`src/rtl/core/pcor_pkg.sv`:
```
// Shared types and constants of the Pearson correlation core.
`default_nettype none
package pcor_pkg;

	localparam int SAMPLE_BITS = 16;
	localparam int COUNT_BITS  = 16;
	localparam int FRAC_BITS   = 15;

	localparam int CNT_W  = COUNT_BITS + 1;
	localparam int SX_W   = SAMPLE_BITS + COUNT_BITS + 1;
	localparam int SXX_W  = 2 * SAMPLE_BITS + COUNT_BITS - 1;
	localparam int SXY_W  = 2 * SAMPLE_BITS + COUNT_BITS;
	localparam int COEF_W = 16;
	// quotient bits of num^2 * 2^(2F+2) / (dx*dy); ratio never exceeds 2^(2F+2)
	localparam int QUO_W  = 2 * FRAC_BITS + 3;
	localparam int ROOT_W = FRAC_BITS + 2;

	localparam logic [1:0] ST_VALID    = 2'd0;
	localparam logic [1:0] ST_ZERO_VAR = 2'd1;
	localparam logic [1:0] ST_CNT_OVF  = 2'd2;

	typedef struct packed {
		logic [CNT_W-1:0]        cnt;
		logic signed [SX_W-1:0]  sx;
		logic signed [SX_W-1:0]  sy;
		logic [SXX_W-1:0]        sxx;
		logic [SXX_W-1:0]        syy;
		logic signed [SXY_W-1:0] sxy;
		logic                    ovf;
	} pcor_snap_t;

	typedef struct packed {
		logic full;
		logic empty;
	} pcor_qstat_t;

	typedef enum logic [2:0] {
		BK_IDLE,
		BK_MUL,
		BK_DIV,
		BK_SQRT,
		BK_OUT
	} pcor_bk_state_t;

endpackage
`default_nettype wire

```
`src/rtl/core/pcor_front.sv`:
```
// Front end: takes sample pairs, keeps running sums, hands finished sets to the queue.
`default_nettype none
module pcor_front (
	input  wire logic                      clk,
	input  wire logic                      arst_n,
	input  wire logic                      accept,
	input  wire logic signed [15:0]        sample_x,
	input  wire logic signed [15:0]        sample_y,
	input  wire logic                      last_sample,
	output logic                           push,
	output pcor_pkg::pcor_snap_t           push_data
);
	import pcor_pkg::*;

	logic [CNT_W-1:0]        cnt_q;
	logic signed [SX_W-1:0]  sx_q, sy_q;
	logic [SXX_W-1:0]        sxx_q, syy_q;
	logic signed [SXY_W-1:0] sxy_q;
	logic                    ovf_q;

	logic                    full_cnt;
	logic signed [31:0]      xx, yy, xy;
	pcor_snap_t              nxt;

	assign full_cnt = cnt_q[CNT_W-1];
	assign xx = sample_x * sample_x;
	assign yy = sample_y * sample_y;
	assign xy = sample_x * sample_y;

	always_comb begin
		nxt.cnt = cnt_q;
		nxt.sx  = sx_q;
		nxt.sy  = sy_q;
		nxt.sxx = sxx_q;
		nxt.syy = syy_q;
		nxt.sxy = sxy_q;
		nxt.ovf = ovf_q;
		if (full_cnt) begin
			nxt.ovf = 1'b1;
		end else begin
			nxt.cnt = cnt_q + CNT_W'(1);
			nxt.sx  = sx_q + SX_W'(sample_x);
			nxt.sy  = sy_q + SX_W'(sample_y);
			nxt.sxx = sxx_q + SXX_W'($unsigned(xx));
			nxt.syy = syy_q + SXX_W'($unsigned(yy));
			nxt.sxy = sxy_q + SXY_W'(xy);
		end
	end

	assign push      = accept & last_sample;
	assign push_data = nxt;

	always_ff @(posedge clk or negedge arst_n) begin
		if (!arst_n) begin
			cnt_q <= '0;
			sx_q  <= '0;
			sy_q  <= '0;
			sxx_q <= '0;
			syy_q <= '0;
			sxy_q <= '0;
			ovf_q <= 1'b0;
		end else if (accept) begin
			if (last_sample) begin
				cnt_q <= '0;
				sx_q  <= '0;
				sy_q  <= '0;
				sxx_q <= '0;
				syy_q <= '0;
				sxy_q <= '0;
				ovf_q <= 1'b0;
			end else begin
				cnt_q <= nxt.cnt;
				sx_q  <= nxt.sx;
				sy_q  <= nxt.sy;
				sxx_q <= nxt.sxx;
				syy_q <= nxt.syy;
				sxy_q <= nxt.sxy;
				ovf_q <= nxt.ovf;
			end
		end
	end

endmodule
`default_nettype wire

```
`config.mk`:
```
export PLATFORM = sky130hd
export DESIGN_NAME = pcor_front
export DESIGN_NICKNAME = d
export VERILOG_FILES = /design/src/rtl/core/pcor_pkg.sv /design/src/rtl/core/pcor_front.sv
export SDC_FILE = /design/constraint.sdc
export NUM_CORES = 2
export LEC_CHECK = 0
export BUFFER_PORTS_ARGS = -buffer_cell sky130_fd_sc_hd__buf_2
export CAP_MARGIN = 30
export CORE_MARGIN = 5
export CORE_UTILIZATION = 65
export DETAILED_ROUTE_END_ITERATION = 8
export HOLD_SLACK_MARGIN = 0.03
export PLACE_DENSITY_LB_ADDON = 0.3
export SLEW_MARGIN = 30
export SYNTH_ARGS = -nofsm -noshare
export SYNTH_HDL_FRONTEND = slang
export SYNTH_SLANG_ARGS = --single-unit
```
`constraint.sdc`:
```
create_clock -name clk -period 17.69 [get_ports clk]
set_clock_uncertainty 0.05 [all_clocks]
set_input_delay 1.769 -clock clk [delete_from_list [all_inputs] [get_ports clk]]
set_output_delay 1.769 -clock clk [all_outputs]
set_load 0.05 [all_outputs]
```
Word level (Yosys, flattened, before mapping)
Cells that the tools add are included.

Add/sub/neg operators: 6. Multiply operators: 3. Muxes and demuxes: 9. Bitwise logic cells: 1.

Operators by type and width (number): two-way mux 225 bit (1); multiplier 16 x 16 -> 32 bit (3); adder 47 x 32 -> 47 bit (2); two-way mux 47 bit (2); adder 33 x 16 -> 33 bit (2); two-way mux 33 bit (2); adder 48 x 32 -> 48 bit (1); two-way mux 48 bit (1); adder 17 x 1 -> 17 bit (second input constant) (1); two-way mux 17 bit (1); two-way mux 1 bit (2); AND 1 bit (1).

Register bits after elaboration: 226. Input bits: 36. Output and inout bits: 227. Logic and storage cells: 26.

Depth between registers and ports, before layout
Depth after elaboration: 4. Gate-level depth with buffers: 36. Depth with buffers taken out: 33.

Least setup slack after synthesis
OpenSTA, ideal clock, no wires.

Path type: input to output. Start point: input sample_x[10]. End point: output push_data[126] in the netlist's numbering. Data arrival time: 10.215 ns. Data required time: 15.871 ns. Slack: 5.656 ns. Cell stages on the path: 32. Path buffers: 2. Cells stage by stage: clkbuf_1 -> clkbuf_1 -> nand2_1 -> fa_1 -> fa_1 -> fa_1 -> inv_1 -> fa_1 -> fa_1 -> inv_1 -> fa_1 -> inv_1 -> ha_1 -> a21o_1 -> a21oi_1 -> o21bai_1 -> nor3_1 -> a21oi_1 -> a21o_1 -> a41o_1 -> o41ai_1 -> xnor2_1 -> ha_1 -> a21o_1 -> a21o_1 -> a21o_1 -> a21o_1 -> a211o_1 -> o22ai_2 -> o21ai_0 -> xnor2_1 -> o21ai_0.

RTL lines: start, declared (line pcor_front.sv:7) `input wire logic signed [15:0] sample_x,`; end, declared (line pcor_front.sv:11) `output pcor_pkg::pcor_snap_t push_data`.

==> impl_metrics.env <==
export IMPL_route_detailed_drc=0
export IMPL_ys_flop_type="dfrtp_1"
export IMPL_grt_busiest_layer="met2"
export IMPL_htreeDepth=1
export IMPL_path_clk_slew_ns=0.06
export IMPL_fin_crit_sh_pct=74.8
export IMPL_met2_usage_pct=54.2
export IMPL_grt_ovfl_total=0
export IMPL_grt_max_degree=113
export IMPL_utilization_pct=69.1
export IMPL_ctsResizeCount=0
export IMPL_grt_setup_unrepaired="no"
export IMPL_final_cell_mix="inv_1 (1019), fa_1 (836), nand2_1 (648)"
export IMPL_grt_pass1_wl_microns=221000
export IMPL_routed_wl_microns=136000
export IMPL_endpoint_kind="output pin"
export IMPL_postSynthAreaPerCell_sq_um=8.83
export IMPL_critPathRequiredTime_ns=15.87
export IMPL_path_buf_inv=6
export IMPL_setup_viol=0
export IMPL_cpMostUsedCell="fa_1"
export IMPL_ctsLongestPathBuffers=3
export IMPL_cts_setup_buffers=0
export IMPL_maxSlewViolCount=0
export IMPL_die_area_sq_um=81400
export IMPL_hold_viol_final=0
export IMPL_vias_per_cell=6.10
export IMPL_top_level_ports=263
export IMPL_place_gp_congestion=0.968
export IMPL_syn_area_sq_um=49300
export IMPL_antenna_found_initial=8
export IMPL_core_area_sq_um=75600
export IMPL_synth_top_area_cell="fa_1"
export IMPL_slowest_stage="clkinv_1"
export IMPL_start_util_pct=65.2
export IMPL_ant_nets=0
export IMPL_root_buffer="clkbuf_16"
export IMPL_final_common_cell="inv_1"
export IMPL_fin_cells=6656
export IMPL_synth_seq_cells=226
export IMPL_drt_iter0_drc=3270
export IMPL_status="completed"
export IMPL_relSlewSlack_pct=34.5
export IMPL_grt_pass1_vias=41800
export IMPL_clock_latency_ns=0.63
export IMPL_synth_area_leaders="fa_1 (34%), dfrtp_1 (11%), ha_1 (11%)"
export IMPL_die_w_microns=285
export IMPL_drive_above_1_share_pct=7.56
export IMPL_async_flop_share_pct=100
export IMPL_cts_num_sinks=226
export IMPL_grtUsageMet1_pct=45.7
export IMPL_yosysWarnings=0
export IMPL_dr_total_vias=40600
export IMPL_finalSetupTns_ns=0
export IMPL_wl_per_cell_microns=20.4
export IMPL_fp_dieH_microns=285
export IMPL_grt_use_total_pct=33.6
export IMPL_use_met3_pct=7.38
export IMPL_yosys_area_top_type_share_pct=34.1
export IMPL_cts_buffers=31
export IMPL_max_stage_delay_ns=0.73
export IMPL_cp_top_family="adder cells"
export IMPL_cts_tree="yes"
export IMPL_critPathLaunchType="input port"
export IMPL_crit_type="input port to output pin"
export IMPL_path_max_fanout=29
export IMPL_rows=101
export IMPL_cts_hold_buf=0
export IMPL_numPortBuffers=262
export IMPL_fin_crit_ns=13.24
export IMPL_first_pass_iters=6
export IMPL_synthesis_nets=6883
export IMPL_hold_class="flop to flop"
export IMPL_synth_seq_area_share_pct=11.5
export IMPL_fin_nets=6957
export IMPL_area_growth_syn_to_layout_pct=6.02
export IMPL_dp_cells=6594
export IMPL_synth_edf_count=0
export IMPL_max_cap_viol_count=0
export IMPL_worst_pin_slew_ns=0.982
export IMPL_netlist_instances=5576
export IMPL_max_freq_mhz=75.5
export IMPL_crit_arrival_ns=11.42
export IMPL_post_dp_hpwl_microns=104000
export IMPL_ys_types=90
## worst paths after layout
path                              from        endpoint  slack [ns]  cells past startpoint
max                        sample_x[2]  push_data[133]        4.45                     31
min                              ovf_q           ovf_q        0.44                      2
max reg2reg                  sxy_q[15]       sxy_q[39]       11.47                     19
min reg2reg                      ovf_q           ovf_q        0.44                      2
max in group asynchronous       arst_n       cnt_q[16]       14.39                      3
min in group asynchronous       arst_n       sxy_q[11]        1.12                      1
## sequential cells by signal, summed over array words and instances, names as in the netlist
register,count
syy_q,47
cnt_q,17
sx_q,33
sxy_q,48
sxx_q,47
sy_q,33
ovf_q,1
## cell families (layout without fill, tap and decap cells)
| kind of cell | count (synthesis) | count (layout) | synth area share [%] |
|---|---|---|---|
| fa+ha+maj | 1271 | 1271 | 45.1 |
| flops | 226 | 226 | 11.5 |
| other cells | 0 | 3 | 0 |
| simple gates | 1385 | 1385 | 13.0 |
| buf+inv | 1276 | 1375 | 9.76 |
| compound gates | 1099 | 1099 | 14.9 |
| mux | 44 | 44 | 0.970 |
| xor+xnor | 275 | 275 | 4.89 |
## layer usage
layer / vias to the layer above / routed length (microns)
met4: 12 / 5430
met1: 20300 / 54400
met3: 354 / 13000
met2: 1775 / 62900
met5: - / 202
li1: 18200 / -
## cells in the mapped netlist (all sizes together) (13+ instances only)
| cell type | n |
|---|---|
| o21ai | 317 |
| a211oi | 35 |
| a21oi | 216 |
| nor2 | 226 |
| inv | 1020 |
| dfrtp | 226 |
| o211ai | 22 |
| nor2b | 17 |
| o31ai | 27 |
| a22o | 105 |
| o21a | 36 |
| xnor2 | 177 |
| nand2b | 37 |
| fa | 838 |
| and3 | 36 |
| nand4 | 38 |
| xor2 | 98 |
| buf | 23 |
| mux2 | 30 |
| a21boi | 15 |
| ha | 433 |
| o2bb2ai | 23 |
| mux2i | 14 |
| and2 | 170 |
| a21o | 126 |
| o221ai | 17 |
| nand2 | 649 |
| or2 | 13 |
| a31oi | 26 |
| nor3 | 55 |
| clkbuf | 227 |
| or3 | 16 |
| o21bai | 33 |
| nand3 | 81 |
## tightest hold or removal path, stage by stage (launching register included)
cell and delay [ns]:
dfrtp_1 0.34, a21oi_1 0.04, nor2_1 0.07
## final cells by class
type                    count  area, sq um
fillers                  5967        23300
clock buffers              38          852
well taps                 978         1220
inverters                1026         3860
multi-input cells        4074        38800
flip-flops and latches    226         5660
diodes                      3         7.51
clock inverters            20          230
repair buffers            291         1570
## metrics by stage
stage	hold WS [ns]	setup WS (ns)	instance area, sq um
finish	0.439	4.45	52200
global route	0.485	3.96	52200
CTS	0.442	4.69	52200
detailed placement	0.428	4.71	51100
global placement	0.420	4.81	51100
floorplan	0.404	5.66	49300
Power is left out: the tool's default activity adds up to more than one toggle a clock period on the data nets, which glitch-free logic cannot reach.
