$ cat src/rtl/core/pcor_pkg.sv
// Shared types and constants of the Pearson correlation core.
`default_nettype none
package pcor_pkg;

	localparam int SAMPLE_BITS = 16;
	localparam int COUNT_BITS  = 16;
	localparam int FRAC_BITS   = 15;

	localparam int CNT_W  = COUNT_BITS + 1;
	localparam int SX_W   = SAMPLE_BITS + COUNT_BITS + 1;
	localparam int SXX_W  = 2 * SAMPLE_BITS + COUNT_BITS - 1;
	localparam int SXY_W  = 2 * SAMPLE_BITS + COUNT_BITS;
	localparam int COEF_W = 16;
	// quotient bits of num^2 * 2^(2F+2) / (dx*dy); ratio never exceeds 2^(2F+2)
	localparam int QUO_W  = 2 * FRAC_BITS + 3;
	localparam int ROOT_W = FRAC_BITS + 2;

	localparam logic [1:0] ST_VALID    = 2'd0;
	localparam logic [1:0] ST_ZERO_VAR = 2'd1;
	localparam logic [1:0] ST_CNT_OVF  = 2'd2;

	typedef struct packed {
		logic [CNT_W-1:0]        cnt;
		logic signed [SX_W-1:0]  sx;
		logic signed [SX_W-1:0]  sy;
		logic [SXX_W-1:0]        sxx;
		logic [SXX_W-1:0]        syy;
		logic signed [SXY_W-1:0] sxy;
		logic                    ovf;
	} pcor_snap_t;

	typedef struct packed {
		logic full;
		logic empty;
	} pcor_qstat_t;

	typedef enum logic [2:0] {
		BK_IDLE,
		BK_MUL,
		BK_DIV,
		BK_SQRT,
		BK_OUT
	} pcor_bk_state_t;

endpackage
`default_nettype wire

$ cat src/rtl/core/pcor_back.sv
// Back end: products, long division and square root that turn set sums into a coefficient.
`default_nettype none
module pcor_back (
	input  wire logic                  clk,
	input  wire logic                  arst_n,
	input  wire pcor_pkg::pcor_qstat_t qstat,
	input  wire pcor_pkg::pcor_snap_t  snap,
	output logic                       pop,
	output logic                       done,
	output logic signed [15:0]         corr_coeff,
	output logic [1:0]                 corr_status,
	output logic [16:0]                pair_count
);
	import pcor_pkg::*;

	pcor_bk_state_t state_q, state_d;

	logic [1:0]  step_q;
	logic [2:0]  op_q;
	logic [5:0]  dcnt_q;
	logic [4:0]  scnt_q;
	logic [127:0] acc_q;

	logic signed [65:0] t0_q, num_q;
	logic [63:0]  dx_q, dy_q;
	logic [125:0] dd_q, rem_q;
	logic [QUO_W-1:0] tb_q, quo_q;
	logic [2*ROOT_W-1:0] sq_q;
	logic [ROOT_W-1:0]   sres_q;
	logic [ROOT_W+2:0]   srem_q;

	logic [63:0]  mul_a, mul_b;
	logic [15:0]  chunk;
	logic [79:0]  pp;
	logic [127:0] acc_base, prod;
	logic         neg_p;
	logic signed [65:0] prod_s;
	logic [32:0]  sx_abs, sy_abs;
	logic [47:0]  sxy_abs;
	logic [65:0]  num_abs;

	logic [126:0] r2, r2_sub;
	logic         dge;
	logic [QUO_W-1:0] quo_nx;
	logic [ROOT_W+2:0] rem2, trial;
	logic         sge;
	logic [ROOT_W:0]   m_w;
	logic [ROOT_W-1:0] m;
	logic [15:0]  coeff;
	logic [1:0]   status;

	assign sx_abs  = snap.sx[SX_W-1] ? 33'(-snap.sx) : 33'(snap.sx);
	assign sy_abs  = snap.sy[SX_W-1] ? 33'(-snap.sy) : 33'(snap.sy);
	assign sxy_abs = snap.sxy[SXY_W-1] ? 48'(-snap.sxy) : 48'(snap.sxy);
	assign num_abs = num_q[65] ? 66'(-num_q) : 66'(num_q);

	always_comb begin
		mul_a = '0;
		mul_b = '0;
		neg_p = 1'b0;
		case (op_q)
			3'd0: begin mul_a = 64'(snap.cnt); mul_b = 64'(snap.sxx); end
			3'd1: begin mul_a = 64'(sx_abs);   mul_b = 64'(sx_abs); end
			3'd2: begin mul_a = 64'(snap.cnt); mul_b = 64'(snap.syy); end
			3'd3: begin mul_a = 64'(sy_abs);   mul_b = 64'(sy_abs); end
			3'd4: begin
				mul_a = 64'(snap.cnt);
				mul_b = 64'(sxy_abs);
				neg_p = snap.sxy[SXY_W-1];
			end
			3'd5: begin
				mul_a = 64'(sx_abs);
				mul_b = 64'(sy_abs);
				neg_p = snap.sx[SX_W-1] ^ snap.sy[SX_W-1];
			end
			3'd6: begin mul_a = dx_q; mul_b = dy_q; end
			3'd7: begin mul_a = num_abs[63:0]; mul_b = num_abs[63:0]; end
			default: begin mul_a = '0; mul_b = '0; end
		endcase
		case (step_q)
			2'd0:    chunk = mul_b[15:0];
			2'd1:    chunk = mul_b[31:16];
			2'd2:    chunk = mul_b[47:32];
			default: chunk = mul_b[63:48];
		endcase
	end

	// 64x16 per cycle, accumulator shifts down so the partial product always lands on top
	assign pp       = mul_a * chunk;
	assign acc_base = (step_q == 2'd0) ? '0 : acc_q;
	assign prod     = {16'b0, acc_base[127:16]} + {pp, 48'b0};
	assign prod_s   = neg_p ? -$signed(prod[65:0]) : $signed(prod[65:0]);

	assign r2     = {rem_q, tb_q[QUO_W-1]};
	assign dge    = (r2 >= {1'b0, dd_q});
	assign r2_sub = r2 - {1'b0, dd_q};
	assign quo_nx = {quo_q[QUO_W-2:0], dge};

	assign rem2  = {srem_q[ROOT_W:0], sq_q[2*ROOT_W-1 -: 2]};
	assign trial = {1'b0, sres_q, 2'b01};
	assign sge   = (rem2 >= trial);

	// largest odd k with k^2 <= quotient is root or root-1; m = (k+1)/2
	assign m_w = ({1'b0, sres_q} + (ROOT_W+1)'(1)) >> 1;
	assign m   = m_w[ROOT_W-1:0];

	always_comb begin
		if (snap.ovf)
			status = ST_CNT_OVF;
		else if (dx_q == '0 || dy_q == '0)
			status = ST_ZERO_VAR;
		else
			status = ST_VALID;
		if (status != ST_VALID)
			coeff = '0;
		else if (num_q[65])
			coeff = 16'(-m);
		else if (m >= ROOT_W'(1 << FRAC_BITS))
			coeff = 16'((1 << FRAC_BITS) - 1);
		else
			coeff = 16'(m);
	end

	always_ff @(posedge clk or negedge arst_n) begin
		if (!arst_n)
			state_q <= BK_IDLE;
		else
			state_q <= state_d;
	end

	always_comb begin
		state_d = state_q;
		pop     = 1'b0;
		case (state_q)
			BK_IDLE: begin
				if (!qstat.empty) begin
					pop     = 1'b1;
					state_d = BK_MUL;
				end
			end
			BK_MUL:  if (op_q == 3'd7 && step_q == 2'd3) state_d = BK_DIV;
			BK_DIV:  if (dcnt_q == 6'(QUO_W - 1)) state_d = BK_SQRT;
			BK_SQRT: if (scnt_q == 5'(ROOT_W - 1)) state_d = BK_OUT;
			BK_OUT:  state_d = BK_IDLE;
			default: state_d = BK_IDLE;
		endcase
	end

	always_ff @(posedge clk or negedge arst_n) begin
		if (!arst_n) begin
			step_q <= '0;
			op_q   <= '0;
			dcnt_q <= '0;
			scnt_q <= '0;
			done   <= 1'b0;
		end else begin
			done <= (state_q == BK_OUT);
			case (state_q)
				BK_IDLE: begin
					step_q <= '0;
					op_q   <= '0;
				end
				BK_MUL: begin
					step_q <= step_q + 2'd1;
					if (step_q == 2'd3)
						op_q <= op_q + 3'd1;
					dcnt_q <= '0;
				end
				BK_DIV: begin
					dcnt_q <= dcnt_q + 6'd1;
					scnt_q <= '0;
				end
				BK_SQRT: scnt_q <= scnt_q + 5'd1;
				default: step_q <= '0;
			endcase
		end
	end

	always_ff @(posedge clk) begin
		case (state_q)
			BK_MUL: begin
				acc_q <= prod;
				if (step_q == 2'd3) begin
					case (op_q)
						3'd0, 3'd2, 3'd4: t0_q <= prod_s;
						3'd1:    dx_q  <= 64'(t0_q - prod_s);
						3'd3:    dy_q  <= 64'(t0_q - prod_s);
						3'd5:    num_q <= t0_q - prod_s;
						3'd6:    dd_q  <= prod[125:0];
						default: begin
							rem_q <= {1'b0, prod[125:1]};
							tb_q  <= {prod[0], (QUO_W-1)'(0)};
							quo_q <= '0;
						end
					endcase
				end
			end
			BK_DIV: begin
				rem_q <= dge ? r2_sub[125:0] : r2[125:0];
				tb_q  <= tb_q << 1;
				quo_q <= quo_nx;
				sq_q  <= (2*ROOT_W)'(quo_nx);
				sres_q <= '0;
				srem_q <= '0;
			end
			BK_SQRT: begin
				srem_q <= sge ? rem2 - trial : rem2;
				sres_q <= {sres_q[ROOT_W-2:0], sge};
				sq_q   <= sq_q << 2;
			end
			BK_OUT: begin
				corr_coeff  <= $signed(coeff);
				corr_status <= status;
				pair_count  <= snap.cnt;
			end
			default: acc_q <= acc_q;
		endcase
	end

endmodule
`default_nettype wire

$ cat config.mk
export PLATFORM = sky130hd
export DESIGN_NAME = pcor_back
export DESIGN_NICKNAME = d
export VERILOG_FILES = /design/src/rtl/core/pcor_pkg.sv /design/src/rtl/core/pcor_back.sv
export SDC_FILE = /design/constraint.sdc
export NUM_CORES = 2
export LEC_CHECK = 0
export ABC_AREA = 0
export BUFFER_PORTS_ARGS = -buffer_cell sky130_fd_sc_hd__buf_4
export CORE_ASPECT_RATIO = 1.2
export CORE_MARGIN = 2
export CORE_UTILIZATION = 30
export DETAILED_ROUTE_END_ITERATION = 6
export HOLD_SLACK_MARGIN = 0.03
export SETUP_SLACK_MARGIN = 0.5
export SYNTH_ARGS = -nofsm -noshare
export SYNTH_HDL_FRONTEND = slang
export SYNTH_SLANG_ARGS = --single-unit
$ cat constraint.sdc
create_clock -name clk -period 21.7 [get_ports clk]
set_input_delay 4.34 -clock clk [delete_from_list [all_inputs] [get_ports clk]]
set_output_delay 4.34 -clock clk [all_outputs]
set_load 0.005 [all_outputs]
# After elaboration in Yosys (flattened, before gate mapping)
# Cells that the tools add are included.
totals:
  reg_bits: 829
  inputBits: 230
  output_inout_bits: 37
  elab_cells: 127
classes:
  n_addsub: 15
  n_mul: 1
  order_cmp: 3
  n_eq_ne: 22
  mux: 40
  bitwise: 1
  n_reduce_logical: 24
op_table:
  columns: ["cell", "count"]
  rows:
  - ["64-bit one-hot mux with 7 select lines", 1]
  - ["126-bit two-way mux", 3]
  - ["64-bit one-hot mux with 5 select lines", 1]
  - ["126-bit one-hot mux with 2 select lines", 1]
  - ["33-bit two-way mux", 4]
  - ["112-bit by 128-bit adder with 128-bit output", 1]
  - ["64-bit zero test", 2]
  - ["128-bit two-way mux", 1]
  - ["127-bit by 126-bit >= comparator with 1-bit output", 1]
  - ["126-bit subtractor", 1]
  - ["64-bit by 16-bit multiplier with 80-bit output", 1]
  - ["34-bit one-hot mux with 2 select lines", 1]
  - ["66-bit two-way mux", 1]
  - ["33-bit negation", 2]
  - ["66-bit negation", 1]
  - ["33-bit one-hot mux with 2 select lines", 1]
  - ["66-bit subtractor", 1]
  - ["32-bit two-way mux", 2]
  - ["64-bit two-way mux", 1]
  - ["64-bit negation", 1]
  - ["32-bit one-hot mux with 2 select lines", 1]
  - ["48-bit two-way mux", 1]
  - ["48-bit negation", 1]
  - ["16-bit one-hot mux with 3 select lines", 1]
  - ["other kinds (42)", 74]

# Depth between registers and ports, before layout
depth:
  ltp_word: 9
  depth_mapped: 59
  ltp_nobuf: 56

# Least setup slack after synthesis
# OpenSTA, ideal clock, no wires.
synth_timing:
  kind: "input-to-reg"
  startpoint: "input snap[7] in the netlist's numbering"
  endpoint: "register rem_q[124] (data pin)"
  arrival_ns: 17.083
  t_required_ns: 21.446
  path_slack_ns: 4.362
  stages: 52
  path_cell_list: "or4_4 > or3_4 > nand3b_1 > or4_4 > or3_1 > nand2b_1 > or3_1 > o21ai_1 > xor2_1 > o21ai_1 > a2111oi_2 > a21oi_2 > buf_2 > and2_1 > fa_1 > inv_1 > fa_1 > fa_1 > (+16 left out) > a21o_1 > a21oi_1 > xnor2_1 > ha_1 > clkbuf_1 > nand4_1 > or3_1 > nor4_1 > nand3_1 > or4_1 > o31ai_1 > a31oi_1 > a21boi_0 > o21ai_0 > nor4_1 > nor3b_1 > xor2_1 > o21a_1"
synth_between:
  elab_chain_len: 9
synth_rtl:
  columns: ["element", "line_no", "text"]
  rows:
  - ["start, declared", "pcor_back.sv:7", "input wire pcor_pkg::pcor_snap_t snap,"]
  - ["48-bit negation", "pcor_back.sv:54", "assign sxy_abs = snap.sxy[SXY_W-1] ? 48'(-snap.sxy) : 48'(snap.sxy);"]
  - ["48-bit two-way mux *", "pcor_back.sv:54", null]
  - ["64-bit one-hot mux with 7 select lines *", "pcor_back.sv:61", "case (op_q)"]
  - ["16-bit one-hot mux with 3 select lines *", "pcor_back.sv:80", "case (step_q)"]
  - ["64-bit by 16-bit multiplier with 80-bit output *", "pcor_back.sv:89", "assign pp = mul_a * chunk;"]
  - ["112-bit by 128-bit adder with 128-bit output *", "pcor_back.sv:91", "assign prod = {16'b0, acc_base[127:16]} + {pp, 48'b0};"]
  - ["net prod[125]", "pcor_back.sv:35", "logic [127:0] acc_base, prod;"]
  - ["126-bit two-way mux *", "pcor_back.sv:184", "case (op_q)"]
  - ["126-bit two-way mux *", "pcor_back.sv:183", "if (step_q == 2'd3) begin"]
  - ["126-bit one-hot mux with 2 select lines *", "pcor_back.sv:180", "case (state_q)"]
  - ["end signal, assigned", "pcor_back.sv:191", "rem_q <= {1'b0, prod[125:1]};"]
  - ["end signal, assigned", "pcor_back.sv:199", "rem_q <= dge ? r2_sub[125:0] : r2[125:0];"]
  - ["end, declared", "pcor_back.sv:26", "logic [125:0] dd_q, rem_q;"]
# Mark *: on every way through the listed nets, which the timed path passes. The rest lies on a longest branch. The select of a mux whose other input is x is not followed.
# A chain may end at the register's enable or synchronous reset.

# Worst setup path after layout
# Ends and elaborated chain as after synthesis.

==> metrics.md <==
| Metric | Value |
|---|---|
| # DRC | 60 |
| Syn_nets | 11137 |
| Placer Congestion | 0.981 |
| Max_slew headroom | 16.0% |
| Core footprint | 286000 µm² |
| Post-CTS Setup Bufs | 0 |
| Global route total overflow | 0 |
| Crit path DAT | 20.00 ns |
| Area contributors post-synth | edfxtp_1, fa_1, ha_1 |
| Pre-Repair DR Iteration Count | 7 |
| Synth Register Bits | 780 |
| Detail Route Antenna Nets | 0 |
| Post-CTS sizing | 0 |
| Initial antenna violation count | 6 |
| Endpoints failing setup | 0 |
| TritonCTS Sinks | 780 |
| Synth area leader | edfxtp_1 |
| Slew @ Worst Pin | 1.26 ns |
| Post-synth top flop | edfxtp_1 |
| Post-synth EDFFs | 760 |
| Die ar. | 291000 µm² |
| Largest net degree at the start of global routing | around 180 |
| Simple logic cell fraction of the synthesized area | 16.9% |
| Final Hold Fails | 0 |
| Yosys warns | 0 |
| Yosys top cell area share | 26.5% |
| Register area share after synthesis | 27.1% |
| IO Port Bufs | 265 |
| Type of the worst setup path | in2reg |
| Compound-Gate Fraction of Synth Area | 15.1% |
| Post-Place Setup Slack | 1.66 ns |
| Layout Nets | 11108 |
| WL/cell | 21.4 µm |
| Share of cells above drive strength 1 | 6.99% |
| Final WL | 287000 µm |
| Pins Over Slew Limit | 0 |
| CP required | 22.22 ns |
| DRT iter0 DRCs | roughly 5700 |
| Mux share of post-synthesis cell area | less than 1% |
| Adder-cell share of the synthesized area | 26.7% |
| Failing checks | design-rule violations |
| CP max FO | 37 |
| Synth cell types | 95 |
| Mean Syn Cell Area | 8.98 µm² |
| Post-DP HPWL | 228000 µm |
| Worst Slack Setup Final | 2.22 ns |
| TritonCTS Buffers | 74 |
| Chip height | slightly below 600 µm |
| Hold_buf cts | 0 |
| Post-route insts no fill | 13420 |
| RSZ-0062 raised after global routing | false |
| Max cap viols | 0 |
| Commonest non-fill, non-tap cell in the layout | nand2_1 |
| Worst min path class | reg2reg |
| Vias in the first global route | 70815 |
| Gr usage total | 19.5% |
| Clock root cell | clkbuf_16 |
| CTS H-Tree Depth | 3 |
| Post-Synth XOR/XNOR Area | 5.92% |
| Skew-Pair Late Insertion Delay | 0.70 ns |
| CTS tree | built |
| Initial Util | 30.1% |
| # IOs | 267 |
| Final Skew | 0.0604 ns |
| Fmax | 0.0513 GHz |
| First-pass GRT wire length | 439000 µm |
| Run status | finished with violations |
| Final period utilization | between 80% and 90% |
| Fin Setup TNS | 0 ns |
| Clock transition at path regs | ~0.070 ns |
| Vias per cell | 5.21 |
| Placed Instances | 13282 |
| Layout fillers | 29849 |
| Cell count after synthesis | 9590 |
| Fraction of registers with async set/reset | about 2.6% |
| Cell area after layout | between 90000 and 100000 µm² |
| Largest family of logic cells by synthesized area | adder cells |
| Type of origin of the critical path | primary input |
| Max incr delay on CP | 0.80 ns |
| Area grow syn2layout | 10.0% |
| Area of the mapped netlist | between 80000 and 90000 µm² |
| Die span in x | 493 µm |
| Slowest CP cell | nor4_1 |
| Most used cell, CP | fa_1 |
| Post-layout min period | 19.48 ns |
| Area post-placement | around 92000 µm² |
| Routed vias | around 70000 |
| Most frequent cells in the layout | nand2_1, inv_1, fa_1 |
| Rows | 215 |
| Max Buffers Root-to-Sink | 3 |
| Crit. End Element | flop |
==> routing by layer <==
layer	vias to the layer above	wire length [µm]	global-route usage [%]
li1	32276	-	-
met4	4	20100	11.8
met3	528	16800	2.23
met1	34728	116000	24.3
met5	-	26	0
met2	2341	134000	32.3
==> critical path, delay by kind of cell <==
family | cells | cell delay, ns
compound gates | 12 | 3.24
simple gates | 18 | 6.60
xor+xnor | 3 | 0.87
fa+ha+maj | 8 | 4.11
buf+inv | 4 | 0.83
==> kinds of logic (layout without fill, tap and decap cells) <==
group / after synthesis / in the layout
AOI/OAI and AO/OA: 2062 / 2062
xor gates and xnor gates: 582 / 582
adders and majority gates: 1317 / 1317
buffers and inverters: 1689 / 1719
DFF: 780 / 780
muxes: 65 / 65
other: 0 / 3
and+or+nand+nor: 3095 / 3095
==> path summary, 6_finish.rpt <==
| check | from | end | slack (ns) | cells past startpoint |
|---|---|---|---|---|
| setup reg to reg | num_q[10]$_DFFE_PP_ | rem_q[124]$_DFFE_PP_ | 5.22 | 51 |
| max in group asynchronous | arst_n | op_q[2]$_DFFE_PN0P_ | 17.72 | 1 |
| min in group asynchronous | arst_n | done$_DFF_PN0_ | 3.61 | 1 |
| hold / removal | dcnt_q[5]$_DFFE_PN0P_ | dcnt_q[5]$_DFFE_PN0P_ | 0.50 | 1 |
| hold reg to reg | dcnt_q[5]$_DFFE_PN0P_ | dcnt_q[5]$_DFFE_PN0P_ | 0.50 | 1 |
| setup / recovery | snap[7] | rem_q[124]$_DFFE_PP_ | 2.22 | 45 |
==> per-stage QoR <==
step | hold slack [ns] | util (%)
floorplan | 0.458 | -
global placement | 0.482 | 32.3
detailed placement | 0.492 | 32.3
CTS | 0.500 | 33.2
global route | 0.521 | 33.2
finish | 0.498 | 33.2
==> registers in the layout, summed over array words and instances, names as in the netlist, 5 cells and up <==
signal	cells
acc_q	112
corr_coeff	16
dcnt_q	6
dd_q	126
dx_q	64
dy_q	64
num_q	65
pair_count	17
quo_q	32
rem_q	126
scnt_q	5
sq_q	34
srem_q	18
sres_q	17
t0_q	66
==> cell usage after synthesis, types with 249 or more instances <==
cell	instances
nor2_1	462
xnor2_1	358
clkbuf_1	454
a21oi_1	648
inv_1	1190
o21ai_0	477
ha_1	448
nand2_1	1422
fa_1	869
nor2b_1	266
a21o_1	249
edfxtp_1	760
==> cell type report <==
| type | count | area (µm²) | area share [%] |
|---|---|---|---|
| diodes | 3 | 7.51 | 0.00792 |
| flip-flops and latches | 780 | 23300 | 24.6 |
| repair buffers | 393 | 2960 | 3.13 |
| clock buffers | 83 | 1920 | 2.02 |
| multi-input cells | 7121 | 56800 | 59.9 |
| well taps | 3797 | 4750 | 5.01 |
| clock inverters | 52 | 536 | 0.565 |
| inverters | 1191 | 4470 | 4.72 |
Power is not shown: default switching activity piles up to over one toggle a cycle in this logic, so the estimate is an artifact.
