--- src/rtl/core/pcor_pkg.sv ---
// Shared types and constants of the Pearson correlation core.
`default_nettype none
package pcor_pkg;

	localparam int SAMPLE_BITS = 16;
	localparam int COUNT_BITS  = 16;
	localparam int FRAC_BITS   = 15;

	localparam int CNT_W  = COUNT_BITS + 1;
	localparam int SX_W   = SAMPLE_BITS + COUNT_BITS + 1;
	localparam int SXX_W  = 2 * SAMPLE_BITS + COUNT_BITS - 1;
	localparam int SXY_W  = 2 * SAMPLE_BITS + COUNT_BITS;
	localparam int COEF_W = 16;
	// quotient bits of num^2 * 2^(2F+2) / (dx*dy); ratio never exceeds 2^(2F+2)
	localparam int QUO_W  = 2 * FRAC_BITS + 3;
	localparam int ROOT_W = FRAC_BITS + 2;

	localparam logic [1:0] ST_VALID    = 2'd0;
	localparam logic [1:0] ST_ZERO_VAR = 2'd1;
	localparam logic [1:0] ST_CNT_OVF  = 2'd2;

	typedef struct packed {
		logic [CNT_W-1:0]        cnt;
		logic signed [SX_W-1:0]  sx;
		logic signed [SX_W-1:0]  sy;
		logic [SXX_W-1:0]        sxx;
		logic [SXX_W-1:0]        syy;
		logic signed [SXY_W-1:0] sxy;
		logic                    ovf;
	} pcor_snap_t;

	typedef struct packed {
		logic full;
		logic empty;
	} pcor_qstat_t;

	typedef enum logic [2:0] {
		BK_IDLE,
		BK_MUL,
		BK_DIV,
		BK_SQRT,
		BK_OUT
	} pcor_bk_state_t;

endpackage
`default_nettype wire

--- src/rtl/core/pcor_queue.sv ---
// Two-entry queue of finished set sums between front and back end.
`default_nettype none
module pcor_queue (
	input  wire logic                 clk,
	input  wire logic                 arst_n,
	input  wire logic                 push,
	input  wire pcor_pkg::pcor_snap_t push_data,
	input  wire logic                 pop,
	output pcor_pkg::pcor_snap_t      rd_data,
	output pcor_pkg::pcor_qstat_t     qstat
);
	import pcor_pkg::*;

	pcor_snap_t mem [2];
	pcor_snap_t rd_data_q;
	logic       wr_ptr_q, rd_ptr_q;
	logic [1:0] count_q;

	assign qstat.full  = (count_q == 2'd2);
	assign qstat.empty = (count_q == 2'd0);
	assign rd_data     = rd_data_q;

	always_ff @(posedge clk) begin
		if (push)
			mem[wr_ptr_q] <= push_data;
		if (pop)
			rd_data_q <= mem[rd_ptr_q];
	end

	always_ff @(posedge clk or negedge arst_n) begin
		if (!arst_n) begin
			wr_ptr_q <= 1'b0;
			rd_ptr_q <= 1'b0;
			count_q  <= 2'd0;
		end else begin
			if (push)
				wr_ptr_q <= ~wr_ptr_q;
			if (pop)
				rd_ptr_q <= ~rd_ptr_q;
			case ({push, pop})
				2'b10:   count_q <= count_q + 2'd1;
				2'b01:   count_q <= count_q - 2'd1;
				default: count_q <= count_q;
			endcase
		end
	end

endmodule
`default_nettype wire

--- config.mk ---
export PLATFORM = sky130hd
export DESIGN_NAME = pcor_queue
export DESIGN_NICKNAME = d
export VERILOG_FILES = /design/src/rtl/core/pcor_pkg.sv /design/src/rtl/core/pcor_queue.sv
export SDC_FILE = /design/constraint.sdc
export NUM_CORES = 1
export LEC_CHECK = 0
export BUFFER_PORTS_ARGS = -buffer_cell sky130_fd_sc_hd__buf_2
export CAP_MARGIN = 20
export CORE_MARGIN = 2
export CORE_UTILIZATION = 44
export DETAILED_ROUTE_END_ITERATION = 6
export PLACE_DENSITY = 0.63
export SETUP_SLACK_MARGIN = 0.1
export SLEW_MARGIN = 20
export SYNTH_ARGS = -nofsm -noshare
export SYNTH_HDL_FRONTEND = slang
export SYNTH_SLANG_ARGS = --single-unit
--- constraint.sdc ---
create_clock -name clk -period 13.1 [get_ports clk]
set_input_delay 1.31 -clock clk [delete_from_list [all_inputs] [get_ports clk]]
set_output_delay 1.31 -clock clk [all_outputs]
set_load 0.03 [all_outputs]
### Word level (Yosys, flattened, before mapping)

Memories as Yosys holds them, arrays and structs flattened. A register that Yosys moved wholly into a read port is not among the register bits.
Cells that the tools add are included.
Widths: inputs -> output; s select.

| storage, ports and cells | value |
|---|---|
| register bits | 4 |
| bits in latches | 0 |
| RAM bits | 452 |
| memory bits (read-only) | 0 |
| input port bits | 230 |
| output and inout bits | 228 |
| word-level logic and storage cells | 16 |
| memories kept | 1 |

| cells by class | value |
|---|---|
| add/sub/neg operators | 2 |
| $mul | 0 |
| div/mod/pow operators | 0 |
| $lt $le $gt $ge | 0 |
| equality and inequality tests | 3 |
| shifts and indexed selects | 0 |
| mux-type cells | 3 |
| bitwise logic cells | 2 |
| reductions and logical operators | 2 |

Memories:

| name | words | width | read ports | clocked after Yosys merged registers in | wr ports | line | source |
|---|---|---|---|---|---|---|---|
| mem | 2 | 226 | 1 | 1 | 1 | pcor_queue.sv:14 | `pcor_snap_t mem [2];` |

Operators with widths:

| cell | count |
|---|---|
| $eq 2x2->1 const B | 2 |
| $pmux 2 s2 | 1 |
| $add 2x1->2 const B | 1 |
| $eq 2x1->1 const B | 1 |
| $logic_not 2->1 | 1 |
| $mux 1 | 2 |
| $not 1->1 | 2 |
| $reduce_bool 2->1 | 1 |
| $sub 2x1->2 const B | 1 |

### Longest topological paths before layout

Gate-level depths: netlist of the first run.

| logic depth | value |
|---|---|
| depth after elaboration | 2 |
| depth in mapped cells | 5 |
| mapped depth without buffers | 5 |

### Least setup slack after synthesis of the first run

Ideal clock, no wire load.

| timing | value |
|---|---|
| kind | input -> register |
| from | input push |
| to | memory mem[0][0] (netlist bit), enable pin |
| setup time | 0.823 ns |
| data arrival time | 10.828 ns |
| required time | 12.277 ns |
| path slack | 1.449 ns |
| cell stages on the path | 2 |
| buffers on the path | 0 |
| cell sequence | inv_1 > nor2_1 |

| between the ends | value |
|---|---|
| longest elaborated chain between the ends | 2 |

Ends and longest elaborated chain:

| item | line | source |
|---|---|---|
| start: declaration | pcor_queue.sv:6 | `input wire logic push,` |
| $mux 1 | pcor_queue.sv:24 | `if (push)` |
| $mux 1 (not written as such) | pcor_queue.sv:25 | `mem[wr_ptr_q] <= push_data;` |
| end: declaration | pcor_queue.sv:14 |  |

Every way passes these cells.

### Worst setup path after layout of the first run

| timing | value |
|---|---|
| from | input pop |
| to | register, netlist name rd_data[209] |

RTL lines:

| item | line | source |
|---|---|---|
| start: declaration | pcor_queue.sv:8 | `input wire logic pop,` |

No word-level cell between the ends.

==> results of run 1 <==
[cells in the mapped netlist]
library cell	count	area, um^2
nor2_1	3	11.3
xor2_1	3	26.3
ha_1	1	12.5
mux2_2	196	2210
nor2b_1	1	6.26
and2_1	1	6.26
mux2_4	30	450
buf_4	11	82.6
inv_1	1	3.75
buf_2	10	50.1
edfxtp_1	678	20400
buf_6	4	45.0
dfrtp_1	4	100
xnor2_1	2	17.5
[path summary, 6_finish.rpt]
path,start,to,depth (start not counted)
worst min register to register,count_q[1],count_q[1],1
worst max register to register,wr_ptr_q,mem[0][147],3
worst max-delay path,pop,rd_data[209],3
worst min-delay path,arst_n,count_q[1],1
min in group clk,count_q[1],count_q[1],1
max in group asynchronous,arst_n,rd_ptr_q,1
[metal layers]
layer | up-vias | global-route usage
li1 | 4850 | -
met1 | 5427 | 0.195
met2 | 378 | 0.255
met3 | 81 | 0.0630
met4 | 16 | 0.0682
met5 | - | 0
[cell families after synthesis]
kind of cell  share of synthesized area
flops                             0.875
xor+xnor                        0.00187
buf+inv                         0.00776
mux                               0.114
fa+ha+maj                      0.000535
simple gates                    0.00102
[placed cells by master (no fill, tap or decap), types with 2 or more instances in the layout]
master	synthesis	routed
buf_2	10	456
buf_4	11	9
bufinv_16	0	8
clkbuf_1	0	11
clkbuf_16	0	70
clkbuf_8	0	2
clkinv_1	0	13
clkinv_2	0	12
clkinv_8	0	3
clkinvlp_4	0	3
dfrtp_1	4	3
diode_2	0	8
edfxtp_1	678	678
inv_6	0	2
mux2_2	196	196
mux2_4	30	30
nor2_1	3	2
xnor2_1	2	2
xor2_1	3	3
[critical path, cell delays in order]
cell	delay (ns)
buf_8	0.54
buf_4	0.66
buf_4	0.85
[state kept, by name, summed over array words and instances (netlist names)]
| name | flops |
|---|---|
| wr_ptr_q | 1 |
| count_q | 2 |
| rd_data | 226 |
| rd_ptr_q | 1 |
| mem | 452 |
[metrics by stage]
| stage | util | instance area, um^2 | instances |
|---|---|---|---|
| floorplan | - | 23400 | 945 |
| global placement | 0.504 | 26500 | 2075 |
| CTS | 0.547 | 28700 | 2199 |
| finish | 0.547 | 28800 | 2208 |
| detailed placement | 0.504 | 26500 | 2075 |
| global route | 0.547 | 28800 | 2207 |
[power groups by stage]
| stage | Sequential, mW | Clock, mW | Combinational, mW |
|---|---|---|---|
| final | 3.12 | 1.95 | 1.36 |
| after global routing | 3.16 | 2.10 | 1.45 |
| after CTS | 3.13 | 2.01 | 1.38 |
| after detailed placement | 3.17 | 0 | 1.37 |
| after global placement | 3.15 | 0 | 1.36 |
| after floorplan | 3.56 | 0 | 0.648 |
[layout make-up]
| type | count | area, um^2 | area share |
|---|---|---|---|
| well taps | 688 | 861 | 0.0299 |
| inverters | 1 | 3.75 | 0.000130 |
| repair buffers | 468 | 2410 | 0.0839 |
| flip-flops and latches | 682 | 20500 | 0.711 |
| clock buffers | 83 | 1820 | 0.0633 |
| multi-input cells | 237 | 2750 | 0.0955 |
| clock inverters | 41 | 438 | 0.0152 |
| diodes | 8 | 20.0 | 0.000696 |
==> results.ini, run 1 <==
[hold_path]
hold_class=primary input to asynchronous set/reset pin

[timing]
setup-tns-final_ns=0
finalSetupViolCount=0
hold_violations=0
clock-skew-final_ns=0.0200
rsz0062_at_grt=false
finalCritPeriodShare=0.254
hold_ws_ns=0.508
final_max_slew_viol_count=0
fin_crit_ns=3.33
worst_pin_slew_ns=1.08
fin_ws_ns=9.77
slew_headroom=0.283
fmax_mhz=300

[clocking]
cts_tree=built
cts_max_path_buffers=3
cts_resized=0
ctsHoldBuffers=0
clk_pin_slew_ns=0.06
ctsRootBufferMaster=clkbuf_16
cts_setup_buffers=0
cts_made_buffers=70
clk_latency_ns=0.59
numClockSinks=682
htree_num_levels=3

[global_routing]
grt_pass1_vias=11100
grt_first_pass_wirelength_mm=65.2
grt_overflow=0
antenna_found_initial=16
grt_max_degree=163
grtUsageTotal=0.160

[drt]
route.met3.wl_mm=4.42
drt-met1-wl_mm=17.5
drc_errors=0
drt_wl_total_mm=45.3
routed.top_layer=met5
wl_met2_mm=22.2
num_vias=10800
post_drt_wl_per_cell_um=20.5
viasPerCell=4.87
drt-pass1-iter-count=4
drt_iter0_markers=513
postRouteAntennaNets=0

[yosys]
yosys_warnings=0
ys_seq_area_frac=0.875
syn_area_um2=23400
synth_nets=1176
ys_seq_elements=682
ys_types=14
syn_area_per_cell_um2=24.7
synthCells=945

[place]
numPortBuffers=457
dpl.hpwl_mm=28.4
place_congestion=0.759
place_ws_ns=9.01

[critical_path]
cp-start-kind=primary input
critPathArrivalTime_ns=3.53
cp_max_fo=114
end_kind=flop
cp.required_ns=13.30
critPathKind=primary input to flop
r2r_slack_ns=10.48

[floorplanning]
initial_core_util=0.445
dieArea_um2=55000
die_height_um=235
die-width_um=235
coreArea_um2=52600
fp-row-count=84
ioPinCount=458

[pwr]
power.internal_mw=4.65
p_clk_frac=0.304
p_comb_frac=0.211
p_per_area_nw_per_um2=224
switching_share=0.277
seq_power_share=0.485
power_mw=6.43
switchingPower_mw=1.78
vdd_drop_max_mv=0.133
leakage_nw=10.5

[run]
maxCapViolCount=0

[cells_and_area]
nNetsFinal=1691
drive_above_1_share=0.527
synthToLayoutAreaGrowth_pct=23.0
fill_cells=4084

[run_status]
status=finished clean

Note: power is estimated with default switching activity, not from simulation.
==> run 2, diff against run 1 <==
clock period = 3.43 ns   (was 13.1 ns; I/O delays follow)
==> run 2 against run 1 <==
Clock power grew to 3.8 times the previous value. Combinational power grew to 4.0 times the previous value. Global-route usage up 0.86 points. Total power increased to 3.9 times the previous value. Via count is 7.2% higher. Sequential cell count is the same. Largest power group unchanged.
==> results.ini, run 2 (synthesis results as in run 1) <==
[critical_path]
crit_path_max_incr_delay_ns=0.79
worstSetupStartpoint=rd_ptr_q
worstReg2RegStart=rd_ptr_q
crit_slowest_cell=dfrtp_4
critPathArrivalTime_ns=2.37
crit_path_cell_trace=buf_12 > mux2_2
cp_top_family=flip-flops
end_kind=flop
cp.required_ns=3.77
cp-start-kind=flop
cp_num_buf_inv=1
cp_max_fo=78
critPathKind=flop to flop

[cells_and_area]
instances_no_fill=2432
top_register=mem
design_area_um2=31100
drive_above_1_share=0.458
largest_register_ffs=452
layout_commonest_cell=edfxtp_1
synthToLayoutAreaGrowth_pct=33.1
layout_common_cells=edfxtp_1 (678), buf_2 (456), dlygate4sd3_1 (228)
nNetsFinal=1922

[global_routing]
grt_max_degree=140
grt_pass1_vias=12300
grt_overflow=0
grtUsageTotal=0.169
antenna_found_initial=5
grt_first_pass_wirelength_mm=69.6

[clocking]
cts_made_buffers=71
cts_tree=built
numClockSinks=682
clk_latency_ns=0.60
cts_setup_buffers=0
cts_resized=0
ctsRootBufferMaster=clkbuf_16
clk_pin_slew_ns=0.06
htree_num_levels=3
ctsHoldBuffers=228
cts_max_path_buffers=3

[pwr]
switchingPower_mw=6.85
switching_share=0.276
seq_power_share=0.481
p_per_area_nw_per_um2=797
p_comb_frac=0.219
leakage_nw=11.5
p_clk_frac=0.301
power.internal_mw=17.9
vdd_drop_max_mv=0.507

[drt]
post_drt_wl_per_cell_um=19.6
num_vias=11500
drt_iter0_markers=529
drt_wl_total_mm=47.6
postRouteAntennaNets=0
drc_errors=0
drt-pass1-iter-count=4
viasPerCell=4.74

[timing]
slew_headroom=0.301
final_max_slew_viol_count=0
rsz0062_at_grt=false
fin_crit_ns=2.03
fmax_mhz=494
clock-skew-final_ns=0.0230
hold_ws_ns=0.136
finalCritPeriodShare=0.591
worst_pin_slew_ns=1.05
fin_ws_ns=1.40
finalSetupViolCount=0
hold_violations=0

[floorplanning]
die_height_um=235
coreArea_um2=52600
fp-row-count=84
die-width_um=235
initial_core_util=0.445
dieArea_um2=55000
ioPinCount=458

[place]
place_congestion=0.741
dpl.hpwl_mm=28.2
placed_area_um2=26600
numPortBuffers=457
place_inst=2078
place_ws_ns=1.43

[hold_path]
hold_class=primary input to asynchronous set/reset pin

[run]
maxCapViolCount=0

[run_status]
status=finished clean

## run 2: cell count changes in the layout (fill, tap and decap cells not counted), sizes merged
cell	change
dlygate4sd3	+228
clkbuf	+5
clkinv	-5
diode	-5
buf	+2
bufinv	-2
inv	+2
clkinvlp	-1
## run 2: metrics by stage
stage / util / setup TNS [ns] / power, mW
global route: 0.592 / 0 / 25.8
global placement: 0.506 / 0 / 17.3
CTS: 0.592 / 0 / 25.1
finish: 0.592 / 0 / 24.8
floorplan: - / -219.09 / 15.9
detailed placement: 0.506 / 0 / 17.4
## run 2: metal layers
layer,share of wire,global-route usage,up-vias
li1,-,-,5304
met1,0.39,0.198,5775
met2,0.50,0.282,358
met3,0.087,0.0684,90
met4,0.026,0.0566,4
met5,0.00046,0,-
## run 2: worst paths after layout
| kind | to | slack [ns] | cells after the start |
|---|---|---|---|
| min reg2reg | count_q[1] | 0.51 | 1 |
| max reg2reg | rd_data[4] | 1.40 | 2 |
| max in group asynchronous | rd_ptr_q | 3.16 | 2 |
| min in group clk | rd_data[105] | 0.25 | 1 |
| max | rd_data[4] | 1.40 | 2 |
| min | count_q[0] | 0.14 | 2 |
## run 2: final cells by class
cell class                      instances  area, um^2
Clock inverter                         35         345
Fill cell                            3815       21400
Antenna cell                            3        7.51
Multi-Input combinational cell        237        2750
Sequential cell                       682       20500
Tap cell                              688         861
Clock buffer                           88        1900
Timing Repair Buffer                  698        4790
Inverter                                1        3.75
## run 2: power groups by stage
stage | sequential [mW] | clock [mW] | combinational (mW)
detailed placement | 12.1 | 0 | 5.30
CTS | 11.9 | 7.65 | 5.53
global placement | 12.0 | 0 | 5.23
global route | 12.1 | 7.97 | 5.78
floorplan | 13.4 | 0 | 2.48
finish | 11.9 | 7.45 | 5.42
## run 2: worst register-to-register path, stage by stage, from the launching register on
cell and delay (ns):
dfrtp_4 0.79, buf_12 0.40, mux2_2 0.60
==> run 3, diff against run 2 <==
ABC_AREA = 1   (was default)
PLACE_DENSITY = 0.65   (was 0.63)
clock period = 1.7 ns   (was 3.43 ns; I/O delays follow)
==> run 3 against run 2 <==
First-iteration DRC count rose by 57%. Clock power rose by 93%. Largest cell class unchanged. Synthesized cell count rose by 51%. Count of clock-buffer cells in the layout fell by 6.
==> results.ini, run 3 <==
[run_status]
status=finished clean

[hold_path]
worstHoldStart=push_data[75]
worstHoldEndpoint=mem[1][75]
hold_class=primary input to flop
holdPathStages=2

[critical_path]
crit_path_max_incr_delay_ns=0.43
critPathKind=flop to output pin
critPathArrivalTime_ns=1.34
cp_top_family=flip-flops
worstReg2RegStart=wr_ptr_q
end_kind=output pin
r2r_end=mem[1][195]
cp.required_ns=1.53
r2r_slack_ns=0.25
crit_path_cell_trace=nor2_1 > buf_2
crit_slowest_cell=dfrtp_1
cp_num_buf_inv=1
cp_max_fo=5
ff2ff_path_depth=4
cp-start-kind=flop

[yosys]
synth_fa_ha_area_frac=0.000528
yosysMostFrequentCell=edfxtp_1
synth_common_cells=edfxtp_1 (678), inv_1 (232), nand2_1 (231)
synth_nets=1661
synth-compound-area-share=0.0477
syn_area_um2=23700
synth_edf_count=678
synth.area.mux_share=0
synthCells=1430
ys_types=16
syn_area_per_cell_um2=16.6
ys_seq_area_frac=0.863
ys_seq_elements=682
synthTopCellsByArea=edfxtp_1 (86%), o21ai_0 (4.1%), inv_1 (3.7%)
yosys.area.top_type=edfxtp_1
synth_async_sr_flop_share=0.00587
yosys_warnings=0
synth_top_area_share=0.859
synth_xor_area_frac=0.00111
ys.flop_type=edfxtp_1
synth_top_family_by_area=buffers and inverters
synth-simple-area-share=0.0375

[cells_and_area]
nNetsFinal=2428
design_area_um2=31800
largest_register_ffs=452
top_register=mem
fill_cells=3914
layout_common_cells=edfxtp_1 (678), buf_2 (456), inv_1 (231)
layout_commonest_cell=edfxtp_1
synthToLayoutAreaGrowth_pct=34.1
instances_no_fill=2942
drive_above_1_share=0.275

[global_routing]
grt_pass1_vias=13900
antenna_found_initial=2
grtUsageTotal=0.177
grt_max_degree=85
grt_overflow=0
grt_first_pass_wirelength_mm=75.7

[drt]
drt_wl_total_mm=49.5
post_drt_wl_per_cell_um=16.8
drt-pass1-iter-count=5
drc_errors=0
viasPerCell=4.65
drt_iter0_markers=830
postRouteAntennaNets=0
num_vias=13700

[pwr]
leakage_nw=12.8
p_per_area_nw_per_um2=1600
vdd_drop_max_mv=1.02

[timing]
final_max_slew_viol_count=0
slew_headroom=0.693
finalCritPeriodShare=0.886
hold_violations=0
finalSetupViolCount=0
clock-skew-final_ns=0.0203
rsz0062_at_grt=false
hold_ws_ns=0.296
setup-tns-final_ns=0
fin_crit_ns=1.51
worst_pin_slew_ns=0.460
fmax_mhz=664

[clocking]
cts_setup_buffers=0
cts_tree=built
cts_max_path_buffers=3
cts_resized=0
clk_latency_ns=0.60
numClockSinks=682
ctsRootBufferMaster=clkbuf_16
clk_pin_slew_ns=0.06
cts_made_buffers=69
htree_num_levels=3

[place]
dpl.hpwl_mm=31.8
place_congestion=0.789
place_inst=2592
numPortBuffers=457
placed_area_um2=27300

[floorplanning]
dieArea_um2=55800
ioPinCount=458
fp-row-count=85
initial_core_util=0.443
die-width_um=236
coreArea_um2=53500
die_height_um=236

[run]
maxCapViolCount=0

[run 3: cell type report]
cell class,count,area (um^2),share of cell area
flip-flops and latches,682,20500,0.644
repair buffers,746,5370,0.169
multi-input cells,466,2070,0.0651
clock buffers,82,1800,0.0565
inverters,232,875,0.0275
well taps,696,871,0.0274
clock inverters,36,342,0.0107
diodes,2,5.00,0.000157
[run 3: worst max path at each step]
stage | from | end | slack, ns | depth (start not counted)
5_1_grt | count_q[0] | qstat[1] | 0.11 | 2
3_3_place_gp | push | mem[0][6] | 0.25 | 5
6_report | count_q[0] | qstat[1] | 0.19 | 2
4_1_cts | count_q[0] | qstat[1] | 0.14 | 2
2_1_floorplan | wr_ptr_q | mem[1][0] | -2.56 | 2
3_5_place_dp | push | mem[0][49] | 0.25 | 5
[run 3: cell families (layout without fill, tap and decap cells)]
family | Yosys count | after routing
buffers and inverters | 282 | 1096
DFF | 682 | 682
other | 0 | 2
AOI/OAI and AO/OA | 226 | 226
adders and majority gates | 1 | 1
and+or+nand+nor | 236 | 236
xor gates and xnor gates | 3 | 3
[run 3: what timing repair did]
item	CTS	global route
hold buffers	230	0
setup endpoints to repair	0	0
hold endpoints to repair	464	0
[run 3: power by group]
group          internal, mW  switching (mW)
sequential             23.4           0.997
clock                  8.33            6.04
combinational          3.64            8.55
total                  35.4            15.6
[run 3: per-stage QoR]
stage | utilization | total power, mW | setup slack (ns)
after floorplan | - | 32.4 | -2.56
after global placement | 0.511 | 36.3 | 0.254
after detailed placement | 0.511 | 36.6 | 0.249
after CTS | 0.594 | 51.5 | 0.137
after global routing | 0.594 | 53.5 | 0.113
final | 0.594 | 51.0 | 0.194
[run 3: routing by layer]
layer | vias up | GRT usage | wire length [um]
met1 | 6596 | 0.213 | 19200
met4 | 2 | 0.0696 | 1380
met3 | 95 | 0.0509 | 3840
li1 | 6543 | - | -
met2 | 454 | 0.303 | 25100
met5 | - | 0 | 13
